--- config.mk ---
export PLATFORM = sky130hd
export DESIGN_NAME = frn_ram
export DESIGN_NICKNAME = d
export VERILOG_FILES = /design/src/sv/feature_range_normalizer_assert.svh /design/src/sv/frn_ram.sv
export SDC_FILE = /design/constraint.sdc
export NUM_CORES = 1
export LEC_CHECK = 0
export ABC_AREA = 1
export ABC_CLOCK_PERIOD_IN_PS = 5100
export BUFFER_PORTS_ARGS = -buffer_cell sky130_fd_sc_hd__buf_4
export CAP_MARGIN = 20
export CORE_UTILIZATION = 36
export CTS_CLUSTER_DIAMETER = 50
export DETAILED_ROUTE_END_ITERATION = 16
export PLACE_DENSITY_LB_ADDON = 0.1
export SETUP_SLACK_MARGIN = 0.5
export SLEW_MARGIN = 40
export SYNTH_ARGS = -nofsm -noshare
export SYNTH_HDL_FRONTEND = slang
export SYNTH_SLANG_ARGS = --single-unit
--- constraint.sdc ---
create_clock -name clk -period 5.1 [get_ports clk]
set_clock_uncertainty 0.1 [all_clocks]
set_input_delay 1.02 -clock clk [delete_from_list [all_inputs] [get_ports clk]]
set_output_delay 1.02 -clock clk [all_outputs]
set_load 0.005 [all_outputs]
--- src/sv/feature_range_normalizer_assert.svh ---
// assertion macros shared by the feature range normaliser rtl
`ifndef FEATURE_RANGE_NORMALIZER_ASSERT_SVH
`define FEATURE_RANGE_NORMALIZER_ASSERT_SVH
`ifndef SYNTHESIS
// same-cycle implication
`define FRN_ASSERT_IMP(lbl, clk, rst_n, ante, cons, msg) \
  lbl: assert property (@(posedge clk) disable iff (!rst_n) (ante) |-> (cons)) \
    else $error(msg);
// next-cycle implication
`define FRN_ASSERT_NXT(lbl, clk, rst_n, ante, cons, msg) \
  lbl: assert property (@(posedge clk) disable iff (!rst_n) (ante) |=> (cons)) \
    else $error(msg);
`else
`define FRN_ASSERT_IMP(lbl, clk, rst_n, ante, cons, msg)
`define FRN_ASSERT_NXT(lbl, clk, rst_n, ante, cons, msg)
`endif
`endif

--- src/sv/frn_ram.sv ---
// generic single-port-write ram with registered read
`timescale 1ns / 1ps
module frn_ram #(
  parameter int WIDTH = 8,
  parameter int DEPTH = 64,
  parameter int AW    = (DEPTH > 1) ? $clog2(DEPTH) : 1
) (
  input  logic             clk,
  input  logic             we,
  input  logic [AW-1:0]    waddr,
  input  logic [WIDTH-1:0] wdata,
  input  logic             re,
  input  logic [AW-1:0]    raddr,
  output logic [WIDTH-1:0] rdata
);

  logic [WIDTH-1:0] mem [DEPTH];

  // write port
  always_ff @(posedge clk) begin
    if (we) begin
      mem[waddr] <= wdata;
    end
  end

  // registered read port
  always_ff @(posedge clk) begin
    if (re) begin
      rdata <= mem[raddr];
    end
  end

endmodule

### Word level (Yosys, flattened, before mapping)

Memory sizes are Yosys's and may differ from the RTL's. A register that Yosys moved wholly into a read port is not among the register bits.
Cells that the tools add are included.

| operators by class | value |
|---|---|
| multiplexer cells | 2 |

Operator list:

| operator | count |
|---|---|
| $mux W1 | 2 |

| word-level totals | value |
|---|---|
| register bits after elaboration | 0 |
| memory bits (writable) | 512 |
| input bits | 23 |
| word-level logic and storage cells | 3 |
| memories kept | 1 |

Memory list:

| memory | depth | bits a word | rd ports | clocked after memory_dff | wr ports | line | text |
|---|---|---|---|---|---|---|---|
| mem | 64 | 8 | 1 | 1 | 1 | frn_ram.sv:17 | `logic [WIDTH-1:0] mem [DEPTH];` |

### Logic depth before layout (Yosys ltp)

| depth | value |
|---|---|
| depth after elaboration | 2 |
| depth in mapped cells | 12 |
| depth with buffers taken out | 9 |

### Worst setup path after synthesis

OpenSTA, ideal clock, no wires.

| path | value |
|---|---|
| path type | input-to-reg |
| from | in we |
| to | mem mem[48][0] (enable) |
| library setup time | 0.395 ns |
| data arrival time | 2.391 ns |
| required time | 4.605 ns |
| slack | 2.214 ns |
| cell stages on the path | 3 |
| cells stage by stage | clkbuf_1 -> nand4_1 -> nor4_1 |

| between the ends | value |
|---|---|
| longest elaborated chain between the ends | 2 |

RTL lines:

| item | line | text |
|---|---|---|
| from (decl) | frn_ram.sv:9 | `input logic we,` |
| $mux W1 | frn_ram.sv:21 | `if (we) begin` |
| $mux W1 (not written as such) | frn_ram.sv:22 | `mem[waddr] <= wdata;` |
| to (decl) | frn_ram.sv:17 |  |

Every way passes these cells.

==> out/metrics.yaml <==
global_routing:
  grt_pass1_vias: 13100
  track_usage_pct: 20.66
  overflow: 0
  antenna_found_initial: 2
  grt_max_degree: 126
  grt_pass1_wl_mm: 90.88
layout:
  area_growth_pct: 14.22
  drive_gt1_share_pct: 9.947
  final_nets: 1855
  antenna_cells: 0
yosys:
  synth-seq-area-share_pct: 72.90
  synth.largest_area_cell: "edfxtp_1"
  syn_avg_cell_area_um2: 11.87
  synth_seq_cells: 520
  yosys.area.top_type_share_pct: 72.90
  syn-cell-area_um2: 21420
  synth_cells: 1805
  synth_top_cells_by_area: "edfxtp_1, nand2_1, nand3_1"
  synthesis.nets: 1828
  yosys_warnings: 0
  ys_types: 15
timing:
  final.setup.tns_ns: 0
  min_period_ns: 3.170
  rsz0062_at_grt: "false"
  setup_ws_ns: 1.930
  hold_viol: 0
  fmax_mhz: 315.4
  relSlewSlack_pct: 42.35
  period_share_pct: 62.16
  worst_pin_slew_ns: 0.8648
  final-setup-viol-count: 0
  slew_viol_final: 0
  whs_ns: 0.7098
floorplan:
  die_w_um: 245.9
  ios: 31
  rows: 89
  die_h_um: 245.9
  die_area_um2: 60480
  initial_utilization_pct: 36.36
  core_um2: 58910
place:
  pre_cts_ws_ns: 1.315
  gp_congestion: 0.7865
  place_hpwl_mm: 33.97
  io_buffers: 30
route:
  totalWireLength_mm: 61.23
  final_antenna_net_count: 0
  vias_per_cell: 5.224
  drc: 0
  via_count: 13860
  first_pass_iters: 6
  wl_per_cell_um: 23.08
  drtIter0Drc: 1229
cts:
  clk_path_buf_depth: 3
  cts_sinks: 520
  htreeDepth: 3
  cts_tree: "yes"
  numCtsBuffers: 66
  cts_resized: 0
  cts.clk_slew.worst_paths_ns: 0.06
  post-cts-setup-buffer-count: 0
  clock_latency_ns: 0.60
  ctsHoldBuffers: 0
  clockRootBuffer: "clkbuf_16"
min_path:
  worstHoldStart: "re"
  hp-class: "in2reg"
setup_path:
  startpoint_type: "input pin"
  worstSetupPathType: "in2reg"
  endpoint_kind: "flop"
  arrival_ns: 3.42
  critPathMaxFanout: 94
  r2r-start: "mem[19][3]"
  crit_path_start: "raddr[0]"
  critical_path_required_ns: 5.35
power_and_ir_drop:
  power_density_nw_per_um2: 406.0
  peakVddDrop_uv: 373.5
  p_leak_nw: 8.699
job:
  maxCapViolCount: 0
status:
  status: "complete, no violations"
## final timing paths
check             end  slack (ns)  cells after the start
max          rdata[6]        1.93                     12
min          rdata[2]        0.71                      1
max reg2reg  rdata[3]        3.41                      8
min reg2reg  rdata[2]        0.78                      8
## cells in the mapped netlist
master	number
nand2_1	648
edfxtp_1	520
nand3_1	439
nor2_1	56
buf_2	37
buf_6	35
clkbuf_1	15
buf_4	14
buf_1	10
inv_1	10
nand4_1	9
nor4_1	8
buf_8	2
inv_2	1
inv_6	1
## flip-flops by register name, summed over array words and instances (netlist names)
register  cells
mem         512
rdata         8
## critical path, cell delays in order
cell and delay [ns]:
clkbuf_8 0.56, inv_8 0.23, buf_16 0.32, buf_12 0.27, nand2_1 0.09, nand3_1 0.07, nand3_1 0.17, nand2_1 0.14
nand2_1 0.10, nand3_1 0.12, nand3_1 0.11, nand2_1 0.05
## power breakdown
group          switching [mW]  internal, mW  total [mW]
registers              0.0138          4.74        4.76
clock network            1.77          2.83        4.60
logic                   0.437         0.143       0.579
total                    2.22          7.71        9.93
## cell usage in the layout (no fill, tap or decap), drive strengths merged
cell type	count
nand2	648
clkbuf	86
edfxtp	520
nor4	8
nor2	56
clkinvlp	2
bufinv	7
buf	71
clkinv	18
nand4	9
inv	16
nand3	439
## routing by layer
layer | GRT usage, % | wire [µm] | share of wire, %
met5 | 0 | 31 | 0.051
met4 | 5.754 | 1327 | 2.2
met3 | 4.016 | 3866 | 6.3
met2 | 30.12 | 27120 | 44
met1 | 31.10 | 28880 | 47
## area by class of cell
type / instances / area [µm²]
inverter: 12 / 57.56
multi-input combinational: 1160 / 5004
tap: 773 / 967.2
timing repair buffer: 72 / 695.7
clock buffer: 85 / 1787
sequential: 520 / 15620
fill: 5560 / 34440
clock inverter: 31 / 339.1
## logic make-up (layout without fill, tap and decap cells)
kind of cell / after synthesis / in the layout / synth area share, %
buffers and inverters: 125 / 200 / 4.007
DFF: 520 / 520 / 72.90
and+or+nand+nor: 1160 / 1160 / 23.09
## through the flow
| stage | total power [mW] | utilization, % | std cells | area [µm²] |
|---|---|---|---|---|
| after floorplan | 5.171 | - | 1805 | 21420 |
| after global placement | 5.420 | 37.54 | 2528 | 22110 |
| after detailed placement | 5.426 | 37.75 | 2534 | 22240 |
| after CTS | 10.01 | 41.36 | 2650 | 24360 |
| after global routing | 10.23 | 41.53 | 2653 | 24460 |
| final | 9.934 | 41.53 | 2653 | 24460 |
Power figures use the tool's default switching activity.
